`config.mk`:
```
export PLATFORM = sky130hd
export DESIGN_NAME = integer_pixel_replication_upscaler_core_flat
export DESIGN_NICKNAME = d
export VERILOG_FILES = /design/src/hdl/ipr_pkg.sv /design/src/hdl/ipr_pixel_if.sv /design/src/hdl/ipr_write_if.sv /design/src/hdl/ipr_mac.sv /design/src/hdl/integer_pixel_replication_upscaler_core.sv /design/src/flat_wrapper.sv
export SDC_FILE = /design/constraint.sdc
export NUM_CORES = 1
export LEC_CHECK = 0
export BUFFER_PORTS_ARGS = -buffer_cell sky130_fd_sc_hd__clkbuf_2
export CAP_MARGIN = 30
export CORE_MARGIN = 2
export CORE_UTILIZATION = 45
export DETAILED_ROUTE_END_ITERATION = 7
export GPL_ROUTABILITY_DRIVEN = 0
export GPL_TIMING_DRIVEN = 0
export PLACE_DENSITY_LB_ADDON = 0.25
export SLEW_MARGIN = 20
export SYNTH_ARGS = -nofsm -noshare
export SYNTH_HDL_FRONTEND = slang
export SYNTH_SLANG_ARGS = --single-unit
export TNS_END_PERCENT = 5
```
`constraint.sdc`:
```
create_clock -name clk -period 10.7 [get_ports clk]
set_input_delay 0.535 -clock clk [delete_from_list [all_inputs] [get_ports clk]]
set_output_delay 0.535 -clock clk [all_outputs]
set_load 0.02 [all_outputs]
```
`src/hdl/ipr_pkg.sv`:
```
`default_nettype none
package ipr_pkg;

  // Field and register widths
  localparam int PIX_W        = 8;
  localparam int ADDR_W       = 27;
  localparam int CFG_DIM_W    = 11;
  localparam int CFG_SCALE_W  = 4;
  localparam int STRIDE_W     = 14;
  localparam int CFG_IDX_W    = 3;
  localparam int CFG_DATA_W   = 14;

  // Register indexes
  localparam logic [CFG_IDX_W-1:0] REG_SRC_WIDTH  = 3'd0;
  localparam logic [CFG_IDX_W-1:0] REG_SRC_HEIGHT = 3'd1;
  localparam logic [CFG_IDX_W-1:0] REG_SCALE_X    = 3'd2;
  localparam logic [CFG_IDX_W-1:0] REG_SCALE_Y    = 3'd3;
  localparam logic [CFG_IDX_W-1:0] REG_DST_STRIDE = 3'd4;

  // Operands of the shared multiply-add unit: a * b + c
  typedef struct packed {
    logic [ADDR_W-1:0]   a;
    logic [STRIDE_W-1:0] b;
    logic [ADDR_W-1:0]   c;
  } mac_op_t;

endpackage
`default_nettype wire

```
`src/hdl/ipr_pixel_if.sv`:
```
`default_nettype none
interface ipr_pixel_if;
  import ipr_pkg::*;

  logic             valid;
  logic             ready;
  logic [PIX_W-1:0] pixel_in;

  modport source (output valid, output pixel_in, input ready);
  modport sink   (input valid, input pixel_in, output ready);
endinterface
`default_nettype wire

```
`src/hdl/ipr_write_if.sv`:
```
`default_nettype none
interface ipr_write_if;
  import ipr_pkg::*;

  logic              valid;
  logic              ready;
  logic [ADDR_W-1:0] dst_address;
  logic [PIX_W-1:0]  pixel_out;
  logic              run_last;
  logic              image_done;

  modport source (output valid, output dst_address, output pixel_out,
                  output run_last, output image_done, input ready);
  modport sink   (input valid, input dst_address, input pixel_out,
                  input run_last, input image_done, output ready);
endinterface
`default_nettype wire

```
`src/hdl/ipr_mac.sv`:
```
`default_nettype none
module ipr_mac (
  input  ipr_pkg::mac_op_t             op,
  output logic [ipr_pkg::ADDR_W-1:0]   result
);
  import ipr_pkg::*;

  logic [ADDR_W+STRIDE_W-1:0] prod;

  // One multiply and one add, truncated to the address width
  always_comb begin
    prod   = (ADDR_W+STRIDE_W)'(op.a) * (ADDR_W+STRIDE_W)'(op.b);
    result = prod[ADDR_W-1:0] + op.c;
  end
endmodule
`default_nettype wire

```
`src/hdl/integer_pixel_replication_upscaler_core.sv`:
```
`default_nettype none
// Nearest-neighbor integer upscaler. Each source pixel, taken in raster order,
// becomes scale_y x scale_x writes of the same value, rows outer and columns
// inner, at address (row*scale_y+v)*dst_stride + col*scale_x+u modulo 2^27.
// One shared multiply-add unit first builds the base address in the states
// S_ROW, S_COL and S_BASE, then steps the address once per write; a pixel
// with a zero scale factor is taken but produces nothing.
// The input is not ready while a pixel is being expanded. Scale factors above
// MAX_SCALE saturate; a zero width or height counts as 1. Register writes
// must happen while the block is idle and do not reset the position counters.
module integer_pixel_replication_upscaler_core #(
  parameter int MAX_SRC_DIM = 1024,
  parameter int MAX_SCALE   = 8
) (
  input  logic                             clk,
  input  logic                             rst,
  input  logic                             cfg_write,
  input  logic [ipr_pkg::CFG_IDX_W-1:0]    cfg_index,
  input  logic [ipr_pkg::CFG_DATA_W-1:0]   cfg_data,
  ipr_pixel_if.sink                        pixels,
  ipr_write_if.source                      writes
);
  import ipr_pkg::*;

  localparam int POS_W = $clog2(MAX_SRC_DIM);
  localparam int DIM_W = (CFG_DIM_W > POS_W + 1) ? CFG_DIM_W : POS_W + 1;
  localparam int SC_W  = $clog2(MAX_SCALE + 1);
  localparam logic [DIM_W-1:0]       MAX_DIM_V   = DIM_W'(MAX_SRC_DIM);
  localparam logic [CFG_SCALE_W-1:0] MAX_SCALE_V = CFG_SCALE_W'(MAX_SCALE);

  typedef enum logic [4:0] {
    S_IDLE = 5'b00001,
    S_ROW  = 5'b00010,
    S_COL  = 5'b00100,
    S_BASE = 5'b01000,
    S_EMIT = 5'b10000
  } state_t;

  // Configuration registers
  logic [CFG_DIM_W-1:0]   src_width;
  logic [CFG_DIM_W-1:0]   src_height;
  logic [CFG_SCALE_W-1:0] scale_x;
  logic [CFG_SCALE_W-1:0] scale_y;
  logic [STRIDE_W-1:0]    dst_stride;

  // Position and sequencer state
  state_t             state;
  state_t             state_next;
  logic [POS_W-1:0]   src_col;
  logic [POS_W-1:0]   src_row;
  logic [POS_W-1:0]   col_l;
  logic [POS_W-1:0]   row_l;
  logic [PIX_W-1:0]   pix;
  logic [SC_W-1:0]    sx;
  logic [SC_W-1:0]    sy;
  logic [SC_W-1:0]    u;
  logic [SC_W-1:0]    v;
  logic               img_last;
  logic [ADDR_W-1:0]  rs;
  logic [ADDR_W-1:0]  cs;
  logic [ADDR_W-1:0]  addr;
  logic [ADDR_W-1:0]  row_base;

  logic [DIM_W-1:0]   w_c;
  logic [DIM_W-1:0]   h_c;
  logic [SC_W-1:0]    sx_c;
  logic [SC_W-1:0]    sy_c;
  logic               last_col;
  logic               last_row;
  logic               in_acc;
  logic               out_acc;
  logic               u_end;
  logic               v_end;
  mac_op_t            op;
  logic [ADDR_W-1:0]  mac_res;

  // Register writes
  always_ff @(posedge clk) begin
    if (rst) begin
      src_width  <= CFG_DIM_W'(1);
      src_height <= CFG_DIM_W'(1);
      scale_x    <= CFG_SCALE_W'(1);
      scale_y    <= CFG_SCALE_W'(1);
      dst_stride <= STRIDE_W'(1);
    end else if (cfg_write) begin
      case (cfg_index)
        REG_SRC_WIDTH:  src_width  <= cfg_data[CFG_DIM_W-1:0];
        REG_SRC_HEIGHT: src_height <= cfg_data[CFG_DIM_W-1:0];
        REG_SCALE_X:    scale_x    <= cfg_data[CFG_SCALE_W-1:0];
        REG_SCALE_Y:    scale_y    <= cfg_data[CFG_SCALE_W-1:0];
        REG_DST_STRIDE: dst_stride <= cfg_data[STRIDE_W-1:0];
        default: ;
      endcase
    end
  end

  // Clamped sizes and end-of-line flags
  always_comb begin
    if (src_width == '0)                    w_c = DIM_W'(1);
    else if (DIM_W'(src_width) > MAX_DIM_V) w_c = MAX_DIM_V;
    else                                    w_c = DIM_W'(src_width);
    if (src_height == '0)                    h_c = DIM_W'(1);
    else if (DIM_W'(src_height) > MAX_DIM_V) h_c = MAX_DIM_V;
    else                                     h_c = DIM_W'(src_height);
    sx_c = (scale_x > MAX_SCALE_V) ? SC_W'(MAX_SCALE) : SC_W'(scale_x);
    sy_c = (scale_y > MAX_SCALE_V) ? SC_W'(MAX_SCALE) : SC_W'(scale_y);
    last_col = (DIM_W'(src_col) + DIM_W'(1)) >= w_c;
    last_row = (DIM_W'(src_row) + DIM_W'(1)) >= h_c;
  end

  assign pixels.ready = (state == S_IDLE);
  assign in_acc       = pixels.valid && pixels.ready;
  assign writes.valid = (state == S_EMIT);
  assign out_acc      = writes.valid && writes.ready;
  assign u_end        = (u == sx - SC_W'(1));
  assign v_end        = (v == sy - SC_W'(1));

  // Source position counters advance on every accepted pixel
  always_ff @(posedge clk) begin
    if (rst) begin
      src_col <= '0;
      src_row <= '0;
    end else if (in_acc) begin
      if (last_col) begin
        src_col <= '0;
        src_row <= last_row ? '0 : src_row + POS_W'(1);
      end else begin
        src_col <= src_col + POS_W'(1);
      end
    end
  end

  // Operand select for the shared unit
  always_comb begin
    op = '0;
    case (state)
      S_ROW: begin
        op.a = ADDR_W'(row_l);
        op.b = STRIDE_W'(sy);
      end
      S_COL: begin
        op.a = ADDR_W'(col_l);
        op.b = STRIDE_W'(sx);
      end
      S_BASE: begin
        op.a = rs;
        op.b = dst_stride;
        op.c = cs;
      end
      S_EMIT: begin
        op.a = ADDR_W'(1);
        if (u_end) begin
          op.b = dst_stride;
          op.c = row_base;
        end else begin
          op.b = STRIDE_W'(1);
          op.c = addr;
        end
      end
      default: op = '0;
    endcase
  end

  ipr_mac u_mac (
    .op     (op),
    .result (mac_res)
  );

  // Sequencer
  always_comb begin
    state_next = state;
    case (state)
      S_IDLE: if (in_acc && sx_c != '0 && sy_c != '0) state_next = S_ROW;
      S_ROW:  state_next = S_COL;
      S_COL:  state_next = S_BASE;
      S_BASE: state_next = S_EMIT;
      S_EMIT: if (out_acc && u_end && v_end) state_next = S_IDLE;
      default: state_next = S_IDLE;
    endcase
  end

  always_ff @(posedge clk) begin
    if (rst) state <= S_IDLE;
    else     state <= state_next;
  end

  // Datapath
  always_ff @(posedge clk) begin
    case (state)
      S_IDLE: begin
        if (in_acc) begin
          pix      <= pixels.pixel_in;
          col_l    <= src_col;
          row_l    <= src_row;
          sx       <= sx_c;
          sy       <= sy_c;
          img_last <= last_col && last_row;
        end
      end
      S_ROW: rs <= mac_res;
      S_COL: cs <= mac_res;
      S_BASE: begin
        addr     <= mac_res;
        row_base <= mac_res;
        u        <= '0;
        v        <= '0;
      end
      S_EMIT: begin
        if (out_acc && !(u_end && v_end)) begin
          addr <= mac_res;
          if (u_end) begin
            row_base <= mac_res;
            u        <= '0;
            v        <= v + SC_W'(1);
          end else begin
            u <= u + SC_W'(1);
          end
        end
      end
      default: ;
    endcase
  end

  assign writes.dst_address = addr;
  assign writes.pixel_out   = pix;
  assign writes.run_last    = u_end && v_end;
  assign writes.image_done  = u_end && v_end && img_last;

endmodule
`default_nettype wire

```
`src/flat_wrapper.sv`:
```
// flat-port wrapper written by rule: the top's interface ports become plain ports
module integer_pixel_replication_upscaler_core_flat import ipr_pkg::*;
#(
  parameter int MAX_SRC_DIM = 1024,
  parameter int MAX_SCALE   = 8
)
  (clk, rst, cfg_write, cfg_index, cfg_data, pixels_valid, pixels_pixel_in, pixels_ready, writes_valid, writes_dst_address, writes_pixel_out, writes_run_last, writes_image_done, writes_ready);
  ipr_pixel_if pixels_i ();
  ipr_write_if writes_i ();
  input  logic clk;
  input  logic rst;
  input  logic cfg_write;
  input  logic [ipr_pkg::CFG_IDX_W-1:0] cfg_index;
  input  logic [ipr_pkg::CFG_DATA_W-1:0] cfg_data;
  input wire logic [$bits(pixels_i.valid)-1:0] pixels_valid;
  input wire logic [$bits(pixels_i.pixel_in)-1:0] pixels_pixel_in;
  output wire logic [$bits(pixels_i.ready)-1:0] pixels_ready;
  output wire logic [$bits(writes_i.valid)-1:0] writes_valid;
  output wire logic [$bits(writes_i.dst_address)-1:0] writes_dst_address;
  output wire logic [$bits(writes_i.pixel_out)-1:0] writes_pixel_out;
  output wire logic [$bits(writes_i.run_last)-1:0] writes_run_last;
  output wire logic [$bits(writes_i.image_done)-1:0] writes_image_done;
  input wire logic [$bits(writes_i.ready)-1:0] writes_ready;
  assign pixels_i.valid = pixels_valid;
  assign pixels_i.pixel_in = pixels_pixel_in;
  assign pixels_ready = pixels_i.ready;
  assign writes_valid = writes_i.valid;
  assign writes_dst_address = writes_i.dst_address;
  assign writes_pixel_out = writes_i.pixel_out;
  assign writes_run_last = writes_i.run_last;
  assign writes_image_done = writes_i.image_done;
  assign writes_i.ready = writes_ready;
  integer_pixel_replication_upscaler_core #(.MAX_SRC_DIM(MAX_SRC_DIM), .MAX_SCALE(MAX_SCALE)) u_core (.clk(clk), .rst(rst), .cfg_write(cfg_write), .cfg_index(cfg_index), .cfg_data(cfg_data), .pixels(pixels_i), .writes(writes_i));
endmodule
```
==> flow_results.xml <==
<?xml version="1.0" encoding="UTF-8"?>
<metrics>
  <group name="timing">
    <metric name="finalClockSkew" unit="ns">0.00799</metric>
    <metric name="unrepaired_setup_endpoints_after_global_routing" unit="">no</metric>
    <metric name="hold_violations" unit="">0</metric>
    <metric name="slew_headroom" unit="">0.347</metric>
    <metric name="layout_min_cycle_time" unit="ns">9.49</metric>
    <metric name="report.final.slew_viol_count" unit="">0</metric>
    <metric name="worst_slack" unit="ns">1.21</metric>
    <metric name="worst_slew_pin_slew" unit="ns">0.980</metric>
    <metric name="setup_total_negative_slack" unit="ns">0</metric>
    <metric name="final.period_utilization" unit="">0.887</metric>
    <metric name="timing.final.setup_violations" unit="">0</metric>
    <metric name="fmax" unit="MHz">105</metric>
  </group>
  <group name="floorplan">
    <metric name="die-height" unit="um">206</metric>
    <metric name="fp.dieW" unit="um">206</metric>
    <metric name="fp.coreArea" unit="sq mm">0.0399</metric>
    <metric name="ioPinCount" unit="">69</metric>
    <metric name="core.rowCount" unit="">73</metric>
    <metric name="start_util" unit="">0.459</metric>
    <metric name="fp.dieArea" unit="sq mm">0.0423</metric>
  </group>
  <group name="routing">
    <metric name="detailedRoute.firstIterationViolations" unit="">913</metric>
    <metric name="detail_route.vias_per_cell" unit="">5.43</metric>
    <metric name="avgRoutedWirePerCell" unit="um">19.9</metric>
    <metric name="total_number_of_vias" unit="">13600</metric>
    <metric name="drt.antenna.violating_nets" unit="">0</metric>
    <metric name="drt_drc_violations_left" unit="">0</metric>
    <metric name="firstDrtPassIters" unit="">5</metric>
    <metric name="drt-total-wl" unit="um">49800</metric>
  </group>
  <group name="synthesis">
    <metric name="ys_seq_elements" unit="">222</metric>
    <metric name="synth_top_area_share" unit="">0.259</metric>
    <metric name="asyncSetResetFlopFracSynth" unit="">0</metric>
    <metric name="post_synth_edffs" unit="">153</metric>
    <metric name="yosys-top-cells-area" unit="">sky130_fd_sc_hd__fa_1, sky130_fd_sc_hd__edfxtp_1, sky130_fd_sc_hd__dfxtp_1</metric>
    <metric name="synth.distinct_cells" unit="">58</metric>
    <metric name="postSynthCellCount" unit="">1859</metric>
    <metric name="mappedNetlistNets" unit="">2209</metric>
    <metric name="syn_area_per_cell" unit="sq um">9.85</metric>
    <metric name="synth_sequential_area_ratio" unit="">0.326</metric>
    <metric name="ys_warn_count" unit="">0</metric>
    <metric name="post_synth_instance_area" unit="sq mm">0.0183</metric>
    <metric name="synth_top_cell_by_area" unit="">sky130_fd_sc_hd__fa_1</metric>
    <metric name="dominantRegCellSynth" unit="">sky130_fd_sc_hd__edfxtp_1</metric>
  </group>
  <group name="power_and_ir_drop">
    <metric name="power.share.sequential" unit="">0.493</metric>
    <metric name="swShare" unit="">0.241</metric>
    <metric name="p_comb_frac" unit="">0.071</metric>
    <metric name="powerDensity" unit="mW/mm^2">96.0</metric>
    <metric name="total_switching_power" unit="mW">0.469</metric>
    <metric name="p_int" unit="mW">1.48</metric>
    <metric name="vdd_ir_drop_max" unit="mV">0.102</metric>
    <metric name="total_leakage_power" unit="nW">8.45</metric>
    <metric name="power_frac_clock" unit="">0.437</metric>
  </group>
  <group name="clock_tree">
    <metric name="cts_hold_buffers" unit="">0</metric>
    <metric name="cts-buffers-inserted" unit="">25</metric>
    <metric name="ctsLongestPathBuffers" unit="">3</metric>
    <metric name="tritoncts" unit="">built</metric>
    <metric name="cts_root_buffer" unit="">sky130_fd_sc_hd__clkbuf_16</metric>
    <metric name="postCtsSetupRepairBufs" unit="">0</metric>
    <metric name="insertion_delay" unit="ns">0.55</metric>
    <metric name="cts.sink_count" unit="">222</metric>
    <metric name="clk_pin_slew" unit="ns">0.06</metric>
    <metric name="cts_htree_levels" unit="">1</metric>
    <metric name="ctsResizeCount" unit="">0</metric>
  </group>
  <group name="placed_design">
    <metric name="placement.io_buffers" unit="">68</metric>
    <metric name="hpwlAfterDp" unit="um">39200</metric>
    <metric name="pre_cts_ws" unit="ns">1.32</metric>
  </group>
  <group name="setup_path">
    <metric name="arrival" unit="ns">9.76</metric>
    <metric name="setup_slack_reg_to_reg" unit="ns">1.21</metric>
    <metric name="timing.critical_path.required" unit="ns">10.97</metric>
    <metric name="crit_path_top_delay_cell" unit="">sky130_fd_sc_hd__a21oi_2</metric>
    <metric name="path_buf_inv" unit="">10</metric>
    <metric name="critical_path.startpoint_type" unit="">flop</metric>
    <metric name="timing.critical_path.fanout_max" unit="">10</metric>
    <metric name="endpoint_kind" unit="">flop</metric>
    <metric name="critical-path-max-stage-delay" unit="ns">0.75</metric>
    <metric name="reg2regPathDepth" unit="">32</metric>
    <metric name="total_number_of_cells_along_the_worst_setup_path" unit="">32</metric>
    <metric name="cpLargestDelayFamily" unit="">adder cells</metric>
    <metric name="setup.worst_path.class" unit="">reg -&gt; reg</metric>
  </group>
  <group name="global_routing">
    <metric name="grt_pass1_wl" unit="um">79400</metric>
    <metric name="grt-ovfl-total" unit="">0</metric>
    <metric name="grt_usage" unit="">0.246</metric>
    <metric name="grt_antenna_before_repair" unit="">0</metric>
    <metric name="maximum_number_of_pins_on_one_net_before_global_route_repair" unit="">37</metric>
    <metric name="first_global_vias" unit="">14200</metric>
  </group>
  <group name="finish">
    <metric name="antennaDiodeCount" unit="">0</metric>
    <metric name="syn_to_final_growth" unit="%">10.7</metric>
    <metric name="final_net_count" unit="">2311</metric>
    <metric name="fillCellCount" unit="">3712</metric>
    <metric name="post_route_cells_drive_above_1_share" unit="">0.0697</metric>
  </group>
  <group name="worst_hold_path">
    <metric name="timing.hold.worst.class" unit="">in -&gt; reg</metric>
    <metric name="worstHoldPathCells" unit="">1</metric>
  </group>
  <group name="flow_run">
    <metric name="maxCapViolCount" unit="">0</metric>
  </group>
  <group name="run_status">
    <metric name="outcome" unit="">complete, no violations</metric>
  </group>
</metrics>
## sequential cells by signal (all words and copies together) (netlist names), 8 cells and up
register,flops
u_core.col_l,10
u_core.src_col,10
u_core.dst_stride,14
u_core.src_width,11
u_core.src_row,10
u_core.writes.pixel_out,8
u_core.row_l,10
u_core.rs,27
u_core.cs,27
u_core.row_base,27
u_core.writes.dst_address,27
u_core.src_height,11
## path summary, 6_finish.rpt
check,from,to
worst max register to register,u_core.state[1],u_core.row_base[25]
worst min-delay path,pixels_pixel_in[6],u_core.writes.pixel_out[6]
worst max-delay path,u_core.state[1],u_core.row_base[25]
worst min register to register,u_core.src_height[7],u_core.src_height[7]
## power by group through the flow
| stage | sequential [mW] | combinational [mW] | clock [mW] |
|---|---|---|---|
| after floorplan | 0.973 | 0.0800 | 0 |
| after global placement | 0.977 | 0.129 | 0 |
| after detailed placement | 0.976 | 0.137 | 0 |
| after CTS | 0.958 | 0.138 | 0.867 |
| after global routing | 0.960 | 0.150 | 0.904 |
| final | 0.958 | 0.138 | 0.849 |
## logic make-up after synthesis
kind of cell / after synthesis / share of synthesized area
AO/OA/AOI/OAI: 203 / 0.0661
XOR/XNOR: 77 / 0.0376
adder cells (fa/ha/maj): 320 / 0.316
buffers and inverters: 347 / 0.0716
flip-flops: 222 / 0.326
multiplexers: 34 / 0.0186
AND/OR/NAND/NOR: 656 / 0.164
## Yosys cell counts, types with 3 or more instances
cell and instances:
sky130_fd_sc_hd__a211o_1 4, sky130_fd_sc_hd__a211oi_1 3, sky130_fd_sc_hd__a21o_1 9, sky130_fd_sc_hd__a21oi_1 87
sky130_fd_sc_hd__a22oi_1 9, sky130_fd_sc_hd__a31oi_1 8, sky130_fd_sc_hd__and2_1 24, sky130_fd_sc_hd__and3_1 65
sky130_fd_sc_hd__buf_1 4, sky130_fd_sc_hd__clkbuf_1 79, sky130_fd_sc_hd__clkinv_1 3, sky130_fd_sc_hd__dfxtp_1 69
sky130_fd_sc_hd__edfxtp_1 153, sky130_fd_sc_hd__fa_1 237, sky130_fd_sc_hd__ha_1 83, sky130_fd_sc_hd__inv_1 260
sky130_fd_sc_hd__mux2i_1 34, sky130_fd_sc_hd__nand2_1 257, sky130_fd_sc_hd__nand2b_1 5, sky130_fd_sc_hd__nand3_1 59
sky130_fd_sc_hd__nand3b_1 13, sky130_fd_sc_hd__nor2_1 166, sky130_fd_sc_hd__nor2b_1 14, sky130_fd_sc_hd__nor3_1 23
sky130_fd_sc_hd__nor4_1 4, sky130_fd_sc_hd__o21a_1 12, sky130_fd_sc_hd__o21ai_0 46, sky130_fd_sc_hd__o41ai_1 3
sky130_fd_sc_hd__or2_2 5, sky130_fd_sc_hd__or3_1 3, sky130_fd_sc_hd__or3b_2 7, sky130_fd_sc_hd__or4_1 4
sky130_fd_sc_hd__xnor2_1 48, sky130_fd_sc_hd__xor2_1 28
## final cells by class
class	count	area, sq um	share of cell area
buffer	84	330	0.0163
sequential	222	5980	0.295
multi-input combinational	1290	11000	0.545
tap	525	657	0.0324
inverter	263	987	0.0487
clock buffer	35	716	0.0353
timing repair buffer	75	462	0.0228
clock inverter	11	88.8	0.00438
## stage by stage
step           area, sq um  hold WS, ns  power (mW)  instances   util
6_report             20300        0.166        1.95       2505  0.508
5_1_grt              20300        0.147        2.01       2505  0.508
4_1_cts              20300        0.144        1.96       2505  0.508
3_5_place_dp         19500        0.470        1.11       2459  0.487
3_3_place_gp         19300        0.452        1.11       2452  0.484
2_1_floorplan        18300        0.438        1.05       1859      -
## routing by layer
metal | share of wire | wire length (um) | global-route usage | up-vias
li1 | - | - | - | 6236
met1 | 0.42 | 20900 | 0.327 | 6839
met2 | 0.48 | 23800 | 0.415 | 448
met3 | 0.065 | 3230 | 0.0367 | 90
met4 | 0.037 | 1840 | 0.0820 | 0
met5 | 0 | 0 | 0 | -
## layout by cell type, fill, tap and decap left out, types with 12 or more instances in the layout
| cell | count |
|---|---|
| sky130_fd_sc_hd__a21oi_1 | 86 |
| sky130_fd_sc_hd__and2_1 | 24 |
| sky130_fd_sc_hd__and3_1 | 65 |
| sky130_fd_sc_hd__clkbuf_1 | 83 |
| sky130_fd_sc_hd__clkbuf_16 | 27 |
| sky130_fd_sc_hd__clkbuf_2 | 70 |
| sky130_fd_sc_hd__dfxtp_1 | 69 |
| sky130_fd_sc_hd__edfxtp_1 | 153 |
| sky130_fd_sc_hd__fa_1 | 237 |
| sky130_fd_sc_hd__ha_1 | 83 |
| sky130_fd_sc_hd__inv_1 | 259 |
| sky130_fd_sc_hd__mux2i_1 | 34 |
| sky130_fd_sc_hd__nand2_1 | 257 |
| sky130_fd_sc_hd__nand3_1 | 59 |
| sky130_fd_sc_hd__nand3b_1 | 13 |
| sky130_fd_sc_hd__nor2_1 | 166 |
| sky130_fd_sc_hd__nor2b_1 | 13 |
| sky130_fd_sc_hd__nor3_1 | 23 |
| sky130_fd_sc_hd__o21a_1 | 12 |
| sky130_fd_sc_hd__o21ai_0 | 45 |
| sky130_fd_sc_hd__xnor2_1 | 48 |
| sky130_fd_sc_hd__xor2_1 | 28 |
Note: power is estimated with default switching activity, not from simulation.
